<file path="config.mk">
export PLATFORM = sky130hd
export DESIGN_NAME = pctbp_update
export DESIGN_NICKNAME = d
export VERILOG_FILES = /design/src/rtl/pctbp_pkg.sv /design/src/rtl/pctbp_update.sv
export SDC_FILE = /design/constraint.sdc
export NUM_CORES = 2
export LEC_CHECK = 0
export ABC_AREA = 0
export CORE_ASPECT_RATIO = 1.4
export CORE_MARGIN = 4
export CORE_UTILIZATION = 50
export DETAILED_ROUTE_END_ITERATION = 7
export DONT_BUFFER_PORTS = 1
export GPL_TIMING_DRIVEN = 0
export PLACE_DENSITY = 0.7
export SETUP_SLACK_MARGIN = 0.05
export SLEW_MARGIN = 20
export SYNTH_ARGS = -nofsm -noshare
export SYNTH_HDL_FRONTEND = slang
export SYNTH_SLANG_ARGS = --single-unit
</file>
<file path="constraint.sdc">
create_clock -name vclk -period 34.2
set_input_delay 6.84 -clock vclk [all_inputs]
set_output_delay 6.84 -clock vclk [all_outputs]
set_load 0.05 [all_outputs]
</file>
<file path="src/rtl/pctbp_pkg.sv">
`timescale 1ns / 1ps
// ----------------------------------------------------------------------------
// pctbp_pkg
// Shared widths, codes and types of the per-client token bucket policer.
// ----------------------------------------------------------------------------
package pctbp_pkg;

  localparam int CLIENT_SLOTS        = 64;
  localparam int TOKEN_FRACTION_BITS = 16;
  localparam int SLOT_W              = $clog2(CLIENT_SLOTS);

  localparam int OP_W    = 2;
  localparam int IDX_W   = 6;
  localparam int TICK_W  = 32;
  localparam int RATE_W  = 24;
  localparam int CAP_W   = 16;
  localparam int DUR_W   = 32;
  localparam int THR_W   = 16;
  localparam int LEVEL_W = 32;
  localparam int VIOL_W  = 16;
  localparam int CNT_W   = 48;

  localparam int ADDR_W  = 4;
  localparam int DATA_W  = 32;
  localparam int REG_W   = 2;

  localparam logic [OP_W-1:0] OP_REQUEST = OP_W'(0);
  localparam logic [OP_W-1:0] OP_BAN     = OP_W'(1);
  localparam logic [OP_W-1:0] OP_UNBAN   = OP_W'(2);
  localparam logic [OP_W-1:0] OP_REMOVE  = OP_W'(3);

  localparam logic [REG_W-1:0] REG_RATE     = REG_W'(0);
  localparam logic [REG_W-1:0] REG_CAPACITY = REG_W'(1);
  localparam logic [REG_W-1:0] REG_DURATION = REG_W'(2);
  localparam logic [REG_W-1:0] REG_THRESH   = REG_W'(3);

  localparam logic [RATE_W-1:0] RATE_RST     = RATE_W'(655);
  localparam logic [CAP_W-1:0]  CAPACITY_RST = CAP_W'(100);
  localparam logic [DUR_W-1:0]  DURATION_RST = DUR_W'(60000);
  localparam logic [THR_W-1:0]  THRESH_RST   = THR_W'(10);

  typedef struct packed {
    logic [RATE_W-1:0] rate;
    logic [CAP_W-1:0]  cap;
    logic [DUR_W-1:0]  dur;
    logic [THR_W-1:0]  thr;
  } cfg_t;

  typedef struct packed {
    logic [LEVEL_W-1:0] tokens;
    logic [TICK_W-1:0]  refill_tick;
    logic [VIOL_W-1:0]  viol;
    logic [TICK_W-1:0]  viol_tick;
  } entry_t;

  typedef struct packed {
    logic [OP_W-1:0]   op;
    logic              idx_ok;
    logic [SLOT_W-1:0] addr;
    logic [TICK_W-1:0] now;
  } item_t;

  typedef struct packed {
    logic              wr_en;
    entry_t            wr_entry;
    logic              slot_wr;
    logic              slot_use;
    logic              count_req;
    logic              count_blk;
    logic              allowed;
    logic              banned;
    logic [VIOL_W-1:0] viol;
  } upd_t;

endpackage

</file>
<file path="src/rtl/pctbp_update.sv">
`timescale 1ns / 1ps
// ----------------------------------------------------------------------------
// pctbp_update
// Slot update for one request: create, ban test, refill, spend or violate; ban, unban, remove.
// ----------------------------------------------------------------------------
module pctbp_update (
  input  pctbp_pkg::item_t   item,
  input  logic               in_use,
  input  pctbp_pkg::entry_t  old_entry,
  input  pctbp_pkg::cfg_t    cfg,
  output pctbp_pkg::upd_t    upd
);
  import pctbp_pkg::*;

  localparam int FULL_W = CAP_W + TOKEN_FRACTION_BITS;
  localparam int PROD_W = TICK_W + RATE_W;
  localparam int SUM_W  = PROD_W + 1;
  localparam logic [LEVEL_W-1:0] TOKEN_ONE = LEVEL_W'(1) << TOKEN_FRACTION_BITS;

  function automatic logic ban_test(input logic [VIOL_W-1:0] v,
                                    input logic [TICK_W-1:0] vt,
                                    input logic [TICK_W-1:0] now,
                                    input cfg_t              c);
    logic [TICK_W-1:0] since;
    since = now - vt;
    return (v != '0) && (VIOL_W'(c.thr) <= v) && (DUR_W'(since) < c.dur);
  endfunction

  logic [FULL_W-1:0]  full_wide;
  logic [LEVEL_W-1:0] full_lvl;
  entry_t             cur;
  entry_t             nxt;
  logic               banned_pre;
  logic [TICK_W-1:0]  elapsed;
  logic [PROD_W-1:0]  prod;
  logic [SUM_W-1:0]   lvl_sum;
  logic [LEVEL_W-1:0] capped;
  logic               has_token;
  logic [VIOL_W-1:0]  viol_inc;
  logic [VIOL_W:0]    viol_add;
  logic [VIOL_W-1:0]  viol_ban;
  logic               use_after;

  always_comb begin
    full_wide = {cfg.cap, {TOKEN_FRACTION_BITS{1'b0}}};
    full_lvl  = (64'(full_wide) > 64'(32'hFFFF_FFFF)) ? '1 : LEVEL_W'(full_wide);

    if (in_use) begin
      cur = old_entry;
    end else begin
      cur.tokens      = full_lvl;
      cur.refill_tick = item.now;
      cur.viol        = '0;
      cur.viol_tick   = item.now;
    end

    banned_pre = ban_test(cur.viol, cur.viol_tick, item.now, cfg);
    elapsed    = item.now - cur.refill_tick;
    prod       = PROD_W'(elapsed) * PROD_W'(cfg.rate);
    lvl_sum    = SUM_W'(cur.tokens) + SUM_W'(prod);
    capped     = (lvl_sum > SUM_W'(full_lvl)) ? full_lvl : LEVEL_W'(lvl_sum);
    has_token  = capped >= TOKEN_ONE;
    viol_inc   = (cur.viol == '1) ? cur.viol : cur.viol + VIOL_W'(1);
    viol_add   = {1'b0, cur.viol} + (VIOL_W + 1)'(cfg.thr);
    viol_ban   = viol_add[VIOL_W] ? '1 : viol_add[VIOL_W-1:0];

    nxt           = cur;
    upd.wr_en     = 1'b0;
    upd.slot_wr   = 1'b0;
    upd.slot_use  = 1'b0;
    upd.count_req = 1'b0;
    upd.count_blk = 1'b0;
    upd.allowed   = 1'b0;

    unique case (item.op)
      OP_REQUEST: begin
        upd.count_req = 1'b1;
        if (!item.idx_ok) begin
          upd.count_blk = 1'b1;
        end else begin
          upd.wr_en    = 1'b1;
          upd.slot_wr  = 1'b1;
          upd.slot_use = 1'b1;
          if (banned_pre) begin
            upd.count_blk = 1'b1;
          end else begin
            nxt.refill_tick = item.now;
            if (has_token) begin
              nxt.tokens  = capped - TOKEN_ONE;
              upd.allowed = 1'b1;
            end else begin
              nxt.tokens    = capped;
              nxt.viol      = viol_inc;
              nxt.viol_tick = item.now;
              upd.count_blk = 1'b1;
            end
          end
        end
      end
      OP_BAN: begin
        if (item.idx_ok) begin
          upd.wr_en     = 1'b1;
          upd.slot_wr   = 1'b1;
          upd.slot_use  = 1'b1;
          nxt.viol      = viol_ban;
          nxt.viol_tick = item.now;
        end
      end
      OP_UNBAN: begin
        if (item.idx_ok && in_use) begin
          upd.wr_en = 1'b1;
          nxt.viol  = '0;
        end
      end
      OP_REMOVE: begin
        if (item.idx_ok) begin
          upd.slot_wr  = 1'b1;
          upd.slot_use = 1'b0;
        end
      end
      default: ;
    endcase

    upd.wr_entry = nxt;
    use_after    = upd.slot_wr ? upd.slot_use : in_use;
    if (item.idx_ok && use_after) begin
      upd.banned = ban_test(nxt.viol, nxt.viol_tick, item.now, cfg);
      upd.viol   = nxt.viol;
    end else begin
      upd.banned = 1'b0;
      upd.viol   = '0;
    end
  end

endmodule

</file>
---- Word level (Yosys, flattened, before mapping) ----
Index checks and enable logic that the tools add are counted.
storage, ports and cells
  bits in registers ....................... 0
  bits of input ports ..................... 242
  output and inout bits ................... 135
  word-level logic and storage cells ...... 56
cells by class
  add/subtract/negate cells ............... 7
  multiply operators ...................... 1
  order comparisons ....................... 6
  eq/ne operators ......................... 4
  muxes and demuxes ....................... 28
  reduce and logical (&&, ||, !) cells .... 10
operators with widths
  kind                                                   number
  2-to-1 mux 112 bit                                     3
  2-to-1 mux 48 bit                                      2
  subtractor 32 bit                                      3
  < comparator 32 bit                                    2
  2-to-1 mux 32 bit                                      2
  2-to-1 mux 64 bit                                      1
  one-hot mux 32 bit (2 select lines)                    1
  adder 32 x 56 -> 57 bit                                1
  > comparator 57 x 32 -> 1 bit                          1
  multiplier 32 x 24 -> 56 bit                           1
  2-to-1 mux 16 bit                                      3
  one-hot mux 16 bit (3 select lines)                    1
  >= comparator 32 x 17 -> 1 bit, second input constant  1
  <= comparator 16 bit                                   2
  nonzero test 16 bit                                    2
  subtractor 32 x 17 -> 32 bit, second input constant    1
  adder 16 x 16 -> 17 bit                                1
  2-to-1 mux 17 bit                                      1
  adder 16 x 1 -> 16 bit, second input constant          1
  == test 16 bit, second input constant                  1
  2-to-1 mux 1 bit                                       9
  logical AND 1 bit                                      6
  == test 2 bit, second input constant                   2
  2-to-1 mux 2 bit                                       2
  other kinds (6)                                        6

---- Longest topological paths before layout ----
  depth after elaboration ................. 15
  depth in mapped cells ................... 107
  depth with buffers taken out ............ 96

---- Least setup slack after synthesis ----
Ideal clock, no wire load.
  path type ............................... input port to output port
  start point ............................. in in_use
  end point ............................... out upd[16] (netlist bit)
  arrival ................................. 28665 ps
  data required time ...................... 27360 ps
  setup slack ............................. -1305 ps
  cell stages on the path ................. 104
  path buffers ............................ 10
  cell sequence ........................... clkbuf_1 > clkbuf_1 > clkbuf_1 > clkbuf_1 > clkbuf_1 > buf_1 > nand2_1 > nand2_1 > ha_1 > inv_1 > fa_1 > a21o_1 > a21oi_1 > o21ai_0 > a21oi_1 > o21ai_0 > a21oi_1 > o21bai_1 > [... 68 more ...] > o31ai_1 > nor2b_1 > inv_1 > a21oi_1 > xnor2_1 > ha_1 > nor2b_1 > o21ai_0 > nand2b_1 > a21oi_1 > nor2b_1 > o21ai_0 > nand2b_1 > a21oi_1 > nor2_1 > nor3_1 > o21ai_0 > a31oi_1
RTL lines
  item             line                text
  start, declared  pctbp_update.sv:8   input logic in_use,
  end, declared    pctbp_update.sv:11  output pctbp_pkg::upd_t upd

==> flow_metrics.tcl <==
set metrics [dict create \
    run_status "finished, final reports clean" \
    drt.antenna.violating_nets 0 \
    wl_per_cell_um 25.7 \
    detailedPlacementHpwl_um 135000 \
    timing.max_slew.rel_slack 0.188 \
    design.seq.count 0 \
    grt_pass1_vias 38100 \
    crit_fanout 5 \
    finalWirelength_um 158000 \
    grt_max_degree 11 \
    floorplan.rows 121 \
    grt.total_usage 0.373 \
    critical-path-slowest-cell "sky130_fd_sc_hd__fa_2" \
    yosys.cell_types.count 87 \
    core_area_um2 77700 \
    cp_data_required_time_ns 27.36 \
    stdcell_area_um2 43800 \
    placed_instance_area_um2 40600 \
    synth_cells 4939 \
    final_period_util 0.984 \
    wire_length_of_the_first_global_routing_pass_um 234000 \
    critical_path.endpoint_type "output port" \
    nNetsFinal 6445 \
    critical_path.most_common_cell "sky130_fd_sc_hd__a21oi_2" \
    ys.warnings.count 0 \
    holdCritStartpoint "item[0]" \
    die-area_um2 82800 \
    finalWorstPathRequiredPeriod_ns 33.66 \
    setup_viol_count_final 0 \
    avgSynthCellArea_um2 7.92 \
    dieWidth_um 244 \
    num-fill-cells 7297 \
    fraction_of_final_layout_cells_sized_beyond_drive_strength_1 0.101 \
    report.final.slew_viol_count 0 \
    start_kind "input port" \
    gp_routability_congestion 1.04 \
    max_cap_violations 0 \
    via_per_inst 6.02 \
    floorplan.initialDensity 0.504 \
    clock_tree_buffer_count_of_the_final_layout 0 \
    max_stage_delay_ns 0.62 \
    worst-slew-pin-transition_ns 1.19 \
    finalHoldViolCount 0 \
    drt_pass1_iterations 7 \
    fmax_mhz 29.7 \
    vias 36900 \
    hp-class "input port to output port" \
    numPortBuffers 0 \
    worstPathArrival_ns 26.82 \
    die_height_um 339 \
    drt_iter0_markers 3128 \
    area_growth_syn_to_layout_pct 11.8 \
    timing.setup.critical_path_class "input port to output port" \
    synth_seq_area_share 0 \
    cts.hold.buffers_added 0 \
    overflow 0 \
    register_area_um2 0 \
    number_of_drc_violations_after_detailed_routing 0 \
    io_pins 377 \
    worst_setup_path_startpoint "in_use" \
    mappedNetlistNets 6301 \
    number_of_antenna_violations_at_the_first_check_in_global_routing 9 \
    netlist_area_um2 39100 \
]
[layout by cell type, fill, tap and decap left out, types with 48 or more instances in the layout]
cell type                  count
sky130_fd_sc_hd__inv_1       920
sky130_fd_sc_hd__fa_1        683
sky130_fd_sc_hd__nand2_1     541
sky130_fd_sc_hd__ha_1        406
sky130_fd_sc_hd__and2_1      391
sky130_fd_sc_hd__a21oi_1     211
sky130_fd_sc_hd__clkbuf_1    192
sky130_fd_sc_hd__nor2_1      184
sky130_fd_sc_hd__buf_4       147
sky130_fd_sc_hd__o21ai_0      97
sky130_fd_sc_hd__nor2b_1      71
sky130_fd_sc_hd__xnor2_1      70
sky130_fd_sc_hd__nand4_1      68
sky130_fd_sc_hd__a21o_1       66
sky130_fd_sc_hd__nand3_1      56
sky130_fd_sc_hd__nor3_1       50
sky130_fd_sc_hd__o21a_1       48
[synthesized netlist by cell type, types with 14 or more instances]
cell type / number / area (um2)
sky130_fd_sc_hd__a21o_1: 66 / 495
sky130_fd_sc_hd__or3_1: 27 / 169
sky130_fd_sc_hd__nor4b_1: 24 / 210
sky130_fd_sc_hd__o211ai_1: 23 / 173
sky130_fd_sc_hd__and3_1: 25 / 156
sky130_fd_sc_hd__clkbuf_1: 255 / 957
sky130_fd_sc_hd__buf_1: 14 / 52.6
sky130_fd_sc_hd__o21ai_1: 32 / 160
sky130_fd_sc_hd__nor4_1: 18 / 113
sky130_fd_sc_hd__ha_1: 427 / 5340
sky130_fd_sc_hd__mux2i_1: 40 / 400
sky130_fd_sc_hd__nor2b_1: 74 / 463
sky130_fd_sc_hd__o21a_1: 49 / 368
sky130_fd_sc_hd__or4b_2: 15 / 150
sky130_fd_sc_hd__xnor2_1: 90 / 788
sky130_fd_sc_hd__o21bai_1: 29 / 218
sky130_fd_sc_hd__a21oi_1: 257 / 1290
sky130_fd_sc_hd__nand2b_1: 29 / 181
sky130_fd_sc_hd__a211oi_1: 30 / 225
sky130_fd_sc_hd__nand4_1: 68 / 425
sky130_fd_sc_hd__nor2_1: 195 / 732
sky130_fd_sc_hd__o21ai_0: 123 / 616
sky130_fd_sc_hd__a41o_1: 25 / 250
sky130_fd_sc_hd__nor3_1: 56 / 280
sky130_fd_sc_hd__fa_1: 693 / 13900
sky130_fd_sc_hd__a31oi_1: 46 / 288
sky130_fd_sc_hd__nand2_1: 551 / 2070
sky130_fd_sc_hd__inv_1: 930 / 3490
sky130_fd_sc_hd__xor2_1: 57 / 499
sky130_fd_sc_hd__and2_1: 391 / 2450
sky130_fd_sc_hd__nand3_1: 60 / 300
[path summary, 6_finish.rpt]
path              endpoint  slack, ns  cells past startpoint
hold / removal     upd[70]      13.93                      2
setup / recovery   upd[16]       0.54                     95
[final cells by class]
class / count / area (um2) / share of cell area
Tap cell: 1045 / 1310 / 0.0299
Antenna cell: 5 / 12.5 / 0.000286
Timing Repair Buffer: 155 / 1260 / 0.0288
Multi-Input combinational cell: 3734 / 36300 / 0.829
Inverter: 933 / 3500 / 0.0800
Buffer: 259 / 1390 / 0.0319
[per-stage QoR]
step           setup TNS, ns  setup WS [ns]  hold slack (ns)  std cells   util
2_1_floorplan              0         0.0930            13.96       4939      -
3_3_place_gp         -155.43          -8.42            13.96       5984  0.521
3_5_place_dp         -140.61          -8.30            13.94       5985  0.523
4_1_cts                    0         0.0508            13.94       6078  0.551
5_1_grt             -0.00478       -0.00478            13.95       6131  0.563
6_report                   0          0.539            13.93       6131  0.563
[what timing repair did]
action,4_1_cts,5_1_grt
gates cloned,0,1
gates resized for setup,329,145
setup endpoints to repair,83,1
buffers inserted,98,55
pin swaps,75,128
[critical path: cells and delay by family]
family | cells | cell delay (ns)
buffers and inverters | 14 | 1.42
AND/OR/NAND/NOR | 21 | 4.04
AO/OA/AOI/OAI | 42 | 7.98
adder cells (fa/ha/maj) | 15 | 5.87
XOR/XNOR | 3 | 0.58
[kinds of logic (layout without fill, tap and decap cells)]
group,count (synthesis),after routing,share of synthesized area
muxes,45,45,0.0117
AOI/OAI and AO/OA,831,831,0.139
buffers and inverters,1205,1347,0.116
adders and majority gates,1120,1120,0.491
other,0,5,0
and+or+nand+nor,1591,1591,0.209
xor gates and xnor gates,147,147,0.0329
[per-layer routing]
metal	routed length, um	up-vias	global-route usage
met5	46	-	0
met1	54300	18200	0.417
met2	74800	1949	0.641
met3	13600	612	0.0741
li1	-	16200	-
met4	14800	6	0.251
Power is not shown: default switching activity piles up to over one toggle a cycle in this logic, so the estimate is an artifact.
