[config.mk]
export PLATFORM = sky130hd
export DESIGN_NAME = pctbp_cfg
export DESIGN_NICKNAME = d
export VERILOG_FILES = /design/src/rtl/pctbp_pkg.sv /design/src/rtl/pctbp_cfg.sv
export SDC_FILE = /design/constraint.sdc
export NUM_CORES = 1
export LEC_CHECK = 0
export BUFFER_PORTS_ARGS = -buffer_cell sky130_fd_sc_hd__buf_2
export CORE_MARGIN = 2
export CORE_UTILIZATION = 48
export CTS_CLUSTER_SIZE = 14
export DETAILED_ROUTE_END_ITERATION = 8
export PLACE_DENSITY_LB_ADDON = 0.12
export SYNTH_ARGS = -nofsm -noshare
export SYNTH_HDL_FRONTEND = slang
export SYNTH_SLANG_ARGS = --single-unit
[constraint.sdc]
create_clock -name clk -period 1.5 [get_ports clk]
set_clock_uncertainty 0.2 [all_clocks]
set_input_delay 0.15 -clock clk [delete_from_list [all_inputs] [get_ports clk]]
set_output_delay 0.15 -clock clk [all_outputs]
set_load 0.03 [all_outputs]
[src/rtl/pctbp_pkg.sv]
`timescale 1ns / 1ps
// ----------------------------------------------------------------------------
// pctbp_pkg
// Shared widths, codes and types of the per-client token bucket policer.
// ----------------------------------------------------------------------------
package pctbp_pkg;

  localparam int CLIENT_SLOTS        = 64;
  localparam int TOKEN_FRACTION_BITS = 16;
  localparam int SLOT_W              = $clog2(CLIENT_SLOTS);

  localparam int OP_W    = 2;
  localparam int IDX_W   = 6;
  localparam int TICK_W  = 32;
  localparam int RATE_W  = 24;
  localparam int CAP_W   = 16;
  localparam int DUR_W   = 32;
  localparam int THR_W   = 16;
  localparam int LEVEL_W = 32;
  localparam int VIOL_W  = 16;
  localparam int CNT_W   = 48;

  localparam int ADDR_W  = 4;
  localparam int DATA_W  = 32;
  localparam int REG_W   = 2;

  localparam logic [OP_W-1:0] OP_REQUEST = OP_W'(0);
  localparam logic [OP_W-1:0] OP_BAN     = OP_W'(1);
  localparam logic [OP_W-1:0] OP_UNBAN   = OP_W'(2);
  localparam logic [OP_W-1:0] OP_REMOVE  = OP_W'(3);

  localparam logic [REG_W-1:0] REG_RATE     = REG_W'(0);
  localparam logic [REG_W-1:0] REG_CAPACITY = REG_W'(1);
  localparam logic [REG_W-1:0] REG_DURATION = REG_W'(2);
  localparam logic [REG_W-1:0] REG_THRESH   = REG_W'(3);

  localparam logic [RATE_W-1:0] RATE_RST     = RATE_W'(655);
  localparam logic [CAP_W-1:0]  CAPACITY_RST = CAP_W'(100);
  localparam logic [DUR_W-1:0]  DURATION_RST = DUR_W'(60000);
  localparam logic [THR_W-1:0]  THRESH_RST   = THR_W'(10);

  typedef struct packed {
    logic [RATE_W-1:0] rate;
    logic [CAP_W-1:0]  cap;
    logic [DUR_W-1:0]  dur;
    logic [THR_W-1:0]  thr;
  } cfg_t;

  typedef struct packed {
    logic [LEVEL_W-1:0] tokens;
    logic [TICK_W-1:0]  refill_tick;
    logic [VIOL_W-1:0]  viol;
    logic [TICK_W-1:0]  viol_tick;
  } entry_t;

  typedef struct packed {
    logic [OP_W-1:0]   op;
    logic              idx_ok;
    logic [SLOT_W-1:0] addr;
    logic [TICK_W-1:0] now;
  } item_t;

  typedef struct packed {
    logic              wr_en;
    entry_t            wr_entry;
    logic              slot_wr;
    logic              slot_use;
    logic              count_req;
    logic              count_blk;
    logic              allowed;
    logic              banned;
    logic [VIOL_W-1:0] viol;
  } upd_t;

endpackage

[src/rtl/pctbp_cfg.sv]
`timescale 1ns / 1ps
// ----------------------------------------------------------------------------
// pctbp_cfg
// APB register bank: refill rate, burst capacity, ban duration, ban threshold.
// ----------------------------------------------------------------------------
module pctbp_cfg (
  input  logic                          clk,
  input  logic                          rst_n,
  input  logic                          psel,
  input  logic                          penable,
  input  logic                          pwrite,
  input  logic [pctbp_pkg::ADDR_W-1:0]  paddr,
  input  logic [pctbp_pkg::DATA_W-1:0]  pwdata,
  output logic [pctbp_pkg::DATA_W-1:0]  prdata,
  output logic                          pready,
  output pctbp_pkg::cfg_t               cfg
);
  import pctbp_pkg::*;

  cfg_t             cfg_r;
  logic             wr;
  logic [REG_W-1:0] reg_sel;

  assign pready  = 1'b1;
  assign wr      = psel && penable && pwrite && pready;
  assign reg_sel = paddr[ADDR_W-1:2];
  assign cfg     = cfg_r;

  always_ff @(posedge clk) begin
    if (!rst_n) begin
      cfg_r.rate <= RATE_RST;
      cfg_r.cap  <= CAPACITY_RST;
      cfg_r.dur  <= DURATION_RST;
      cfg_r.thr  <= THRESH_RST;
    end else if (wr) begin
      unique case (reg_sel)
        REG_RATE:     cfg_r.rate <= pwdata[RATE_W-1:0];
        REG_CAPACITY: cfg_r.cap  <= pwdata[CAP_W-1:0];
        REG_DURATION: cfg_r.dur  <= pwdata[DUR_W-1:0];
        REG_THRESH:   cfg_r.thr  <= pwdata[THR_W-1:0];
        default: ;
      endcase
    end
  end

  always_comb begin
    unique case (reg_sel)
      REG_RATE:     prdata = DATA_W'(cfg_r.rate);
      REG_CAPACITY: prdata = DATA_W'(cfg_r.cap);
      REG_DURATION: prdata = DATA_W'(cfg_r.dur);
      REG_THRESH:   prdata = DATA_W'(cfg_r.thr);
      default:      prdata = '0;
    endcase
  end

endmodule

# Yosys cells after proc, flatten, opt, wreduce, memory -nomap -nowiden
# Cells that the tools add are included.
dict set report totals {
  input_bits 41
  regBits 88
  out_inout_bits 121
}
dict set report op_classes {
  mux 1
  reduce_logical 7
  eq_ne 3
}
# op n
set ops {}
lappend ops {{32-bit one-hot mux with 4 select lines} 1}
lappend ops {{2-bit AND reduction} 4}
lappend ops {{2-bit equality test (second input constant)} 2}
lappend ops {{2-bit by 1-bit equality test with 1-bit output (second input constant)} 1}
lappend ops {{1-bit logical AND} 2}
lappend ops {{2-bit zero test} 1}

# Depth between registers and ports, before layout
# Gate-level depths: netlist of the first run.
dict set report logic_depth {
  word_depth 3
  mapped_depth 6
  mapped_depth_nobuf 3
}

# Worst setup path before layout of the first run
# No wires, ideal clock.
dict set report synth_path {
  path_type {input-to-output}
  startpoint {in paddr[2] (netlist bit)}
  endpoint {out prdata[0] (netlist bit)}
  stages 3
  slack_ns 0.036
  t_arrival_ns 1.114
  required_ns 1.150
  cell_sequence {buf_6 -> buf_4 -> mux4_2}
}
dict set report synth_via {
  elab_chain_cells 2
  elab_cells_between_ends 5
  cone_classes {eq/ne (3); mux (1); reduce/logical (1)}
}
# element line_no
set synth_lines {}
lappend synth_lines {{start, declared} pctbp_cfg.sv:12} ;# input logic [pctbp_pkg::ADDR_W-1:0] paddr,
lappend synth_lines {{2-bit equality test, or another cell as far along} pctbp_cfg.sv:47} ;# unique case (reg_sel)
lappend synth_lines {{32-bit one-hot mux with 4 select lines (*)} pctbp_cfg.sv:47}
lappend synth_lines {{end, declared} pctbp_cfg.sv:14} ;# output logic [pctbp_pkg::DATA_W-1:0] prdata,
# Every way passes the cells marked *; elsewhere a longest branch is shown, timed or not.

# Worst setup path after layout of the first run
dict set report layout_path {
  startpoint {reg cfg_r, in the netlist cfg[10]}
  endpoint {out prdata[10] (netlist bit)}
}
dict set report layout_via {
  elab_chain_cells 1
}
# element line_no
set layout_lines {}
lappend layout_lines {{start, declared} pctbp_cfg.sv:20} ;# cfg_t cfg_r;
lappend layout_lines {{32-bit one-hot mux with 4 select lines} pctbp_cfg.sv:47}
# Every way passes these cells.

==> metrics.txt, run 1 <==
# TYPE chip_impl_metric gauge
chip_impl_info{name="result_of_the_run",value="finished with violations"} 1
chip_impl_info{name="failing_checks",value="negative setup slack"} 1
chip_impl_metric{name="critical_path.max_fanout",unit=""} 2
chip_impl_metric{name="timing.critical_path.arrival",unit="ns"} 1.32
chip_impl_metric{name="vias",unit=""} 3722
chip_impl_metric{name="grt_pass1_vias",unit=""} 3614
chip_impl_metric{name="synthDistinctLibCells",unit=""} 27
chip_impl_metric{name="cts.sinks",unit=""} 88
chip_impl_metric{name="power_density",unit="mW/mm^2"} 777
chip_impl_metric{name="dieArea",unit="sq mm"} 0.00917
chip_impl_info{name="synth.top_cells.by_area",value="sky130_fd_sc_hd__dfxtp_1, sky130_fd_sc_hd__mux2i_1, sky130_fd_sc_hd__nand2_1"} 1
chip_impl_metric{name="num_antenna_cells",unit=""} 0
chip_impl_metric{name="setup_ws",unit="ns"} -0.169
chip_impl_metric{name="drv_cap",unit=""} 0
chip_impl_info{name="most_frequent_cells_in_the_layout",value="sky130_fd_sc_hd__buf_2, sky130_fd_sc_hd__nand2_1, sky130_fd_sc_hd__mux2i_1, sky130_fd_sc_hd__buf_4, sky130_fd_sc_hd__dfxtp_2"} 1
chip_impl_metric{name="clk_latency",unit="ns"} 0.35
chip_impl_metric{name="cts_inserted_buffers",unit=""} 9
chip_impl_metric{name="required",unit="ns"} 1.15
chip_impl_metric{name="wire_per_inst",unit="um"} 15.5
chip_impl_metric{name="syn_nets",unit=""} 433
chip_impl_metric{name="overflow",unit=""} 0
chip_impl_metric{name="place.gp.congestion",unit=""} 0.759
chip_impl_info{name="min_to",value="cfg[26]$_SDFFE_PN0P_"} 1
chip_impl_metric{name="dpl_cell_area",unit="sq mm"} 0.00510
chip_impl_metric{name="mappedNetlistArea",unit="sq mm"} 0.00404
chip_impl_metric{name="synth.yosys.seq_area_share",unit="%"} 43.6
chip_impl_info{name="synth_largest_area_cell",value="sky130_fd_sc_hd__dfxtp_1"} 1
chip_impl_metric{name="wire_length_of_the_first_global_routing_pass",unit="um"} 18000
chip_impl_info{name="crit-reg2reg-capture",value="cfg[21]$_SDFFE_PN1P_"} 1
chip_impl_metric{name="fp-row-count",unit=""} 33
chip_impl_metric{name="postSynthRegisterBits",unit=""} 88
chip_impl_metric{name="tns",unit="ns"} -2.44
chip_impl_metric{name="ys_warn_count",unit=""} 0
chip_impl_metric{name="floorplan.die.height",unit="um"} 95.8
chip_impl_metric{name="wirelength",unit="um"} 11500
chip_impl_metric{name="drc_errors",unit=""} 0
chip_impl_metric{name="top_level_ports",unit=""} 162
chip_impl_metric{name="cts.htree.levels",unit=""} 3
chip_impl_metric{name="global_route_usage_over_all_layers",unit="%"} 25.6
chip_impl_metric{name="leakagePower",unit="nW"} 2.94
chip_impl_metric{name="worstRegToRegCells",unit=""} 4
chip_impl_metric{name="slew_viol_final",unit=""} 0
chip_impl_metric{name="async_reset_ff_share",unit="%"} 0
chip_impl_metric{name="antenna_violations_before_repair",unit=""} 0
chip_impl_metric{name="clock_path_buffers",unit=""} 2
chip_impl_metric{name="hold_violations",unit=""} 0
chip_impl_metric{name="final-setup-viol-count",unit=""} 16
chip_impl_metric{name="min_period_over_period",unit="%"} 111
chip_impl_metric{name="floorplan.initialDensity",unit="%"} 49.4
chip_impl_metric{name="finalInstanceArea",unit="sq mm"} 0.00610
chip_impl_metric{name="largest_register_ffs",unit=""} 88
chip_impl_metric{name="min_period",unit="ns"} 1.67
chip_impl_metric{name="syn_to_final_growth",unit="%"} 50.9
chip_impl_metric{name="floorplan_die_width",unit="um"} 95.8
chip_impl_metric{name="finish.net_count",unit=""} 673
chip_impl_metric{name="buffer_ports.inserted",unit=""} 158
chip_impl_metric{name="number_of_enable_type_register_cells_in_the_synthesized_netlist",unit=""} 0
chip_impl_metric{name="post-route-util",unit="%"} 74.6
chip_impl_metric{name="number_of_drc_violations_after_detailed_routing_iteration_0",unit=""} 121
chip_impl_metric{name="post_synth.cell_area_avg",unit="sq um"} 10.3
chip_impl_metric{name="drive_gt1_share",unit="%"} 50.3
chip_impl_info{name="layout_commonest_cell",value="sky130_fd_sc_hd__buf_2"} 1
chip_impl_metric{name="synthDominantCellAreaShare",unit="%"} 43.6
chip_impl_metric{name="ir_drop",unit="mV"} 0.523
chip_impl_info{name="min_path_type",value="in2reg"} 1
chip_impl_metric{name="clkTransAtPathRegs",unit="ns"} 0.08
chip_impl_metric{name="dp_hpwl",unit="um"} 7570
chip_impl_info{name="rsz0062_at_grt",value="yes"} 1
chip_impl_info{name="critical_path.reg2reg.startpoint",value="cfg[21]$_SDFFE_PN1P_"} 1
chip_impl_info{name="timing.setup.critical_path_class",value="reg2out"} 1
chip_impl_info{name="ctsRootBufferMaster",value="sky130_fd_sc_hd__clkbuf_8"} 1
chip_impl_info{name="worst_setup_path_end_kind",value="output port"} 1
chip_impl_metric{name="worst_hold_path.num_cells",unit=""} 3
chip_impl_info{name="holdCritStartpoint",value="rst_n"} 1
chip_impl_metric{name="grt_max_degree",unit=""} 37
chip_impl_metric{name="core_area",unit="sq mm"} 0.00818
chip_impl_metric{name="drt_pass1_iterations",unit=""} 4
chip_impl_info{name="tritoncts",value="built"} 1
chip_impl_metric{name="synthesis.instances",unit=""} 392
chip_impl_metric{name="routed_via_density",unit=""} 5.02
chip_impl_metric{name="r2r_setup_slack",unit="ns"} 0.43
chip_impl_metric{name="maxClockFrequency",unit="GHz"} 0.599
chip_impl_info{name="ys.flop_type",value="sky130_fd_sc_hd__dfxtp_1"} 1
chip_impl_info{name="worst_setup_path_start_kind",value="flop"} 1
chip_impl_metric{name="detail-route-antenna-nets",unit=""} 0
[synthesized netlist by cell type, types with 2 or more instances]
library cell,instances
sky130_fd_sc_hd__a21oi_1,6
sky130_fd_sc_hd__buf_2,3
sky130_fd_sc_hd__nand2_1,102
sky130_fd_sc_hd__dfxtp_1,88
sky130_fd_sc_hd__mux2i_1,89
sky130_fd_sc_hd__buf_6,7
sky130_fd_sc_hd__nand2b_1,3
sky130_fd_sc_hd__nor2_1,8
sky130_fd_sc_hd__nand3_1,5
sky130_fd_sc_hd__clkbuf_1,12
sky130_fd_sc_hd__buf_1,2
sky130_fd_sc_hd__buf_4,4
sky130_fd_sc_hd__and2_1,8
sky130_fd_sc_hd__mux4_2,11
sky130_fd_sc_hd__nor2b_1,20
sky130_fd_sc_hd__inv_1,4
sky130_fd_sc_hd__buf_8,3
sky130_fd_sc_hd__o211ai_1,4
sky130_fd_sc_hd__mux4_1,5
[worst max-delay path, stage by stage, from the launching register on]
cell,delay (ns)
sky130_fd_sc_hd__dfxtp_2,0.33
sky130_fd_sc_hd__mux4_2,0.48
sky130_fd_sc_hd__buf_6,0.16
[metrics by stage]
step | std cells | hold WS (ns) | power (W) | setup slack [ns]
3_3_place_gp | 653 | 0.199 | 0.00304 | -0.0650
6_report | 741 | 0.0464 | 0.00474 | -0.169
4_1_cts | 737 | 0.0332 | 0.00475 | -0.182
5_1_grt | 741 | 0.0694 | 0.00493 | -0.207
3_5_place_dp | 653 | 0.202 | 0.00305 | -0.0589
2_1_floorplan | 392 | 0.0922 | 0.00283 | 0.0356
[metal layers]
layer / up-vias / wire, um / GRT usage [%]
met5: - / 0 / 0
met4: 0 / 146 / 8.45
met3: 14 / 680 / 5.40
met2: 123 / 5750 / 44.9
met1: 1781 / 4890 / 31.2
li1: 1804 / - / -
[logic make-up after synthesis]
group	synth area share, %
muxes	31.4
AOI/OAI and AO/OA	1.49
DFF	43.6
other	0.0928
and+or+nand+nor	17.6
buffers and inverters	5.85
[how the worst max path moves through the flow]
stage / startpoint / endpoint / slack (ns) / depth (start not counted)
2_1_floorplan: paddr[2] / prdata[0] / 0.04 / 3
3_3_place_gp: paddr[3] / prdata[31] / -0.07 / 5
3_5_place_dp: paddr[3] / cfg[0]$_SDFFE_PN0P_ / -0.06 / 4
4_1_cts: cfg[9]$_SDFFE_PN0P_ / prdata[9] / -0.18 / 2
5_1_grt: cfg[9]$_SDFFE_PN0P_ / prdata[9] / -0.21 / 2
6_report: cfg[10]$_SDFFE_PN0P_ / prdata[10] / -0.17 / 2
[report_power, final]
group / switching, W / internal (W)
Combinational: 0.000389 / 0.000360
Sequential: 0.0000214 / 0.00237
Clock: 0.000800 / 0.000799
[repair_timing]
item                                   in CTS  in global routing
gates resized for setup                    88                 16
setup buffers                              34                  4
endpoints found under the hold margin      88                  0
setup endpoints to repair                  26                 28
hold buffers                               35                  0
[final cells by class]
class,instances,area [sq um]
Clock buffer,11,141
Clock inverter,4,45.0
Fill cell,606,2070
Inverter,4,15.0
Multi-Input combinational cell,269,2030
Sequential cell,88,1830
Tap cell,105,131
Timing Repair Buffer,260,1900
No activity file was read; power rests on OpenSTA's default activity.
==> run 2, diff against run 1 <==
CORE_MARGIN = default   (was 2)
CORE_UTILIZATION = 49   (was 48)
==> run 2 against run 1 <==
  * The run still ends with negative setup slack left
  * Largest cell class unchanged
  * Setup slack lost 0.031 ns
  * Critical path type unchanged
  * Final area shrank 1.6%
  * Highest routed layer unchanged
  * Sequential power is essentially flat
  * Register-to-register slack is essentially flat
==> metrics.txt, run 2 (synthesis gave the netlist of run 1 again) <==
# TYPE chip_impl_metric gauge
chip_impl_info{name="result_of_the_run",value="finished with violations"} 1
chip_impl_info{name="failing_checks",value="negative setup slack"} 1
chip_impl_info{name="worst_setup_path_end_kind",value="output port"} 1
chip_impl_info{name="timing.setup.critical_path_class",value="reg2out"} 1
chip_impl_metric{name="combinationalPowerShare",unit="%"} 13.9
chip_impl_metric{name="min_period",unit="ns"} 1.70
chip_impl_metric{name="max_stage_delay",unit="ns"} 0.49
chip_impl_metric{name="required",unit="ns"} 1.15
chip_impl_metric{name="largest_register_ffs",unit=""} 88
chip_impl_metric{name="switching_power",unit="W"} 0.00126
chip_impl_metric{name="wire_per_inst",unit="um"} 15.5
chip_impl_metric{name="core_area",unit="sq mm"} 0.00785
chip_impl_metric{name="cts.htree.levels",unit=""} 3
chip_impl_metric{name="global_route_usage_over_all_layers",unit="%"} 26.0
chip_impl_metric{name="post-route-util",unit="%"} 76.5
chip_impl_metric{name="vias",unit=""} 3663
chip_impl_metric{name="setup_ws",unit="ns"} -0.199
chip_impl_info{name="ctsRootBufferMaster",value="sky130_fd_sc_hd__clkbuf_8"} 1
chip_impl_metric{name="drt_pass1_iterations",unit=""} 4
chip_impl_metric{name="floorplan.die.height",unit="um"} 92.8
chip_impl_metric{name="wirelength",unit="um"} 11200
chip_impl_metric{name="power.internal",unit="W"} 0.00386
chip_impl_metric{name="maxClockFrequency",unit="GHz"} 0.589
chip_impl_metric{name="drive_gt1_share",unit="%"} 49.4
chip_impl_info{name="tritoncts",value="built"} 1
chip_impl_metric{name="leakagePower",unit="nW"} 2.88
chip_impl_metric{name="num_antenna_cells",unit=""} 0
chip_impl_metric{name="n_fill_cell",unit=""} 567
chip_impl_metric{name="floorplan_die_width",unit="um"} 92.8
chip_impl_metric{name="place.gp.congestion",unit=""} 0.816
chip_impl_metric{name="hold_violations",unit=""} 0
chip_impl_metric{name="clock_path_buffers",unit=""} 2
chip_impl_metric{name="clk_latency",unit="ns"} 0.35
chip_impl_metric{name="drv_cap",unit=""} 0
chip_impl_metric{name="detail-route-antenna-nets",unit=""} 0
chip_impl_metric{name="antenna_violations_before_repair",unit=""} 0
chip_impl_metric{name="finish.net_count",unit=""} 656
chip_impl_metric{name="number_of_drc_violations_after_detailed_routing_iteration_0",unit=""} 118
chip_impl_metric{name="drc_errors",unit=""} 0
chip_impl_info{name="rsz0062_at_grt",value="yes"} 1
chip_impl_metric{name="wire_length_of_the_first_global_routing_pass",unit="um"} 17200
chip_impl_metric{name="timing.critical_path.arrival",unit="ns"} 1.35
chip_impl_metric{name="dp_hpwl",unit="um"} 7190
chip_impl_info{name="crit_path_cell_trace",value="mux4_2, buf_6"} 1
chip_impl_metric{name="critical_path.max_fanout",unit=""} 3
chip_impl_info{name="min_path_type",value="in2reg"} 1
chip_impl_metric{name="grt_pass1_vias",unit=""} 3579
chip_impl_metric{name="overflow",unit=""} 0
chip_impl_metric{name="syn_to_final_growth",unit="%"} 48.5
chip_impl_metric{name="swShare",unit="%"} 24.7
chip_impl_metric{name="clkTransAtPathRegs",unit="ns"} 0.09
chip_impl_metric{name="slew_viol_final",unit=""} 0
chip_impl_metric{name="grt_max_degree",unit=""} 78
chip_impl_metric{name="final-setup-viol-count",unit=""} 16
chip_impl_metric{name="worst-path-buf-inv",unit=""} 1
chip_impl_metric{name="fp-row-count",unit=""} 32
chip_impl_metric{name="cts_inserted_buffers",unit=""} 9
chip_impl_info{name="cp_slowest_cell",value="sky130_fd_sc_hd__mux4_2"} 1
chip_impl_metric{name="finalHoldWorstSlack",unit="ns"} 0.0668
chip_impl_metric{name="dieArea",unit="sq mm"} 0.00862
chip_impl_metric{name="top_level_ports",unit=""} 162
chip_impl_metric{name="cts.sinks",unit=""} 88
chip_impl_info{name="layout_commonest_cell",value="sky130_fd_sc_hd__buf_2"} 1
chip_impl_info{name="critical_path.top_delay_family",value="multiplexers"} 1
chip_impl_metric{name="ir_drop",unit="mV"} 0.506
chip_impl_metric{name="floorplan.initialDensity",unit="%"} 51.5
chip_impl_metric{name="routed_via_density",unit=""} 5.07
chip_impl_info{name="most_frequent_cells_in_the_layout",value="sky130_fd_sc_hd__buf_2, sky130_fd_sc_hd__nand2_1, sky130_fd_sc_hd__mux2i_1, sky130_fd_sc_hd__dfxtp_2, sky130_fd_sc_hd__buf_4"} 1
chip_impl_metric{name="power_density",unit="mW/mm^2"} 853
chip_impl_metric{name="p_seq_share",unit="%"} 46.6
chip_impl_metric{name="min_period_over_period",unit="%"} 113
chip_impl_metric{name="buffer_ports.inserted",unit=""} 158
chip_impl_metric{name="power.clock.fraction",unit="%"} 39.4
chip_impl_info{name="worst_setup_path_start_kind",value="flop"} 1
## run 2: per-layer routing
metal  wire length [um]  share of wire (%)  GRT usage [%]
met2               5640                 50           45.4
met5                  0                  0              0
met1               4790                 43           30.9
met4                161                1.4           10.5
met3                616                5.5           5.58
## run 2: worst paths after layout
| path | start | end | slack, ns | depth (start not counted) |
|---|---|---|---|---|
| max reg2reg | cfg[21]$_SDFFE_PN1P_ | cfg[21]$_SDFFE_PN1P_ | 0.42 | 4 |
| min | rst_n | cfg[74]$_SDFFE_PN0P_ | 0.07 | 4 |
| max | cfg[70]$_SDFFE_PN0P_ | prdata[6] | -0.20 | 2 |
| min reg2reg | cfg[76]$_SDFFE_PN0P_ | cfg[76]$_SDFFE_PN0P_ | 0.27 | 2 |
## run 2: power by group through the flow
stage	registers [W]	clock network [W]	logic (W)
2_1_floorplan	0.00250	0	0.000326
3_3_place_gp	0.00244	0	0.000572
3_5_place_dp	0.00244	0	0.000579
4_1_cts	0.00239	0.00205	0.000701
5_1_grt	0.00239	0.00215	0.000759
6_report	0.00239	0.00202	0.000714
## run 2: repair_timing
action,4_1_cts,5_1_grt
setup buffers,23,10
hold buffers,32,0
endpoints found under the hold margin,88,0
setup endpoints to repair,16,28
gates resized for setup,78,25
## run 2: final cells by class
cell class              instances  area (sq um)  share of cell area [%]
well taps                     102           128                    2.13
multi-input cells             269          2030                    33.9
clock buffers                  10           138                    2.29
flip-flops and latches         88          1830                    30.5
inverters                       4          15.0                   0.250
clock inverters                 6           115                    1.92
repair buffers                243          1740                    29.0
## run 2: worst reg2reg max path, stage by stage, from the launching register on
cell and delay, ns:
sky130_fd_sc_hd__dfxtp_2 0.34, sky130_fd_sc_hd__buf_4 0.13, sky130_fd_sc_hd__nand2b_1 0.13, sky130_fd_sc_hd__a21oi_1 0.12
sky130_fd_sc_hd__a21oi_1 0.05
## run 2: per-stage QoR
step	setup slack (ns)	TNS (ns)	power [W]	cells	cell area, sq um
CTS	-0.216	-2.96	0.00514	712	5890
floorplan	0.0356	0	0.00283	392	4040
global route	-0.236	-3.31	0.00531	722	6000
finish	-0.199	-2.74	0.00512	722	6000
global placement	-0.0722	-1.12	0.00301	641	5010
detailed placement	-0.101	-1.40	0.00302	641	5010
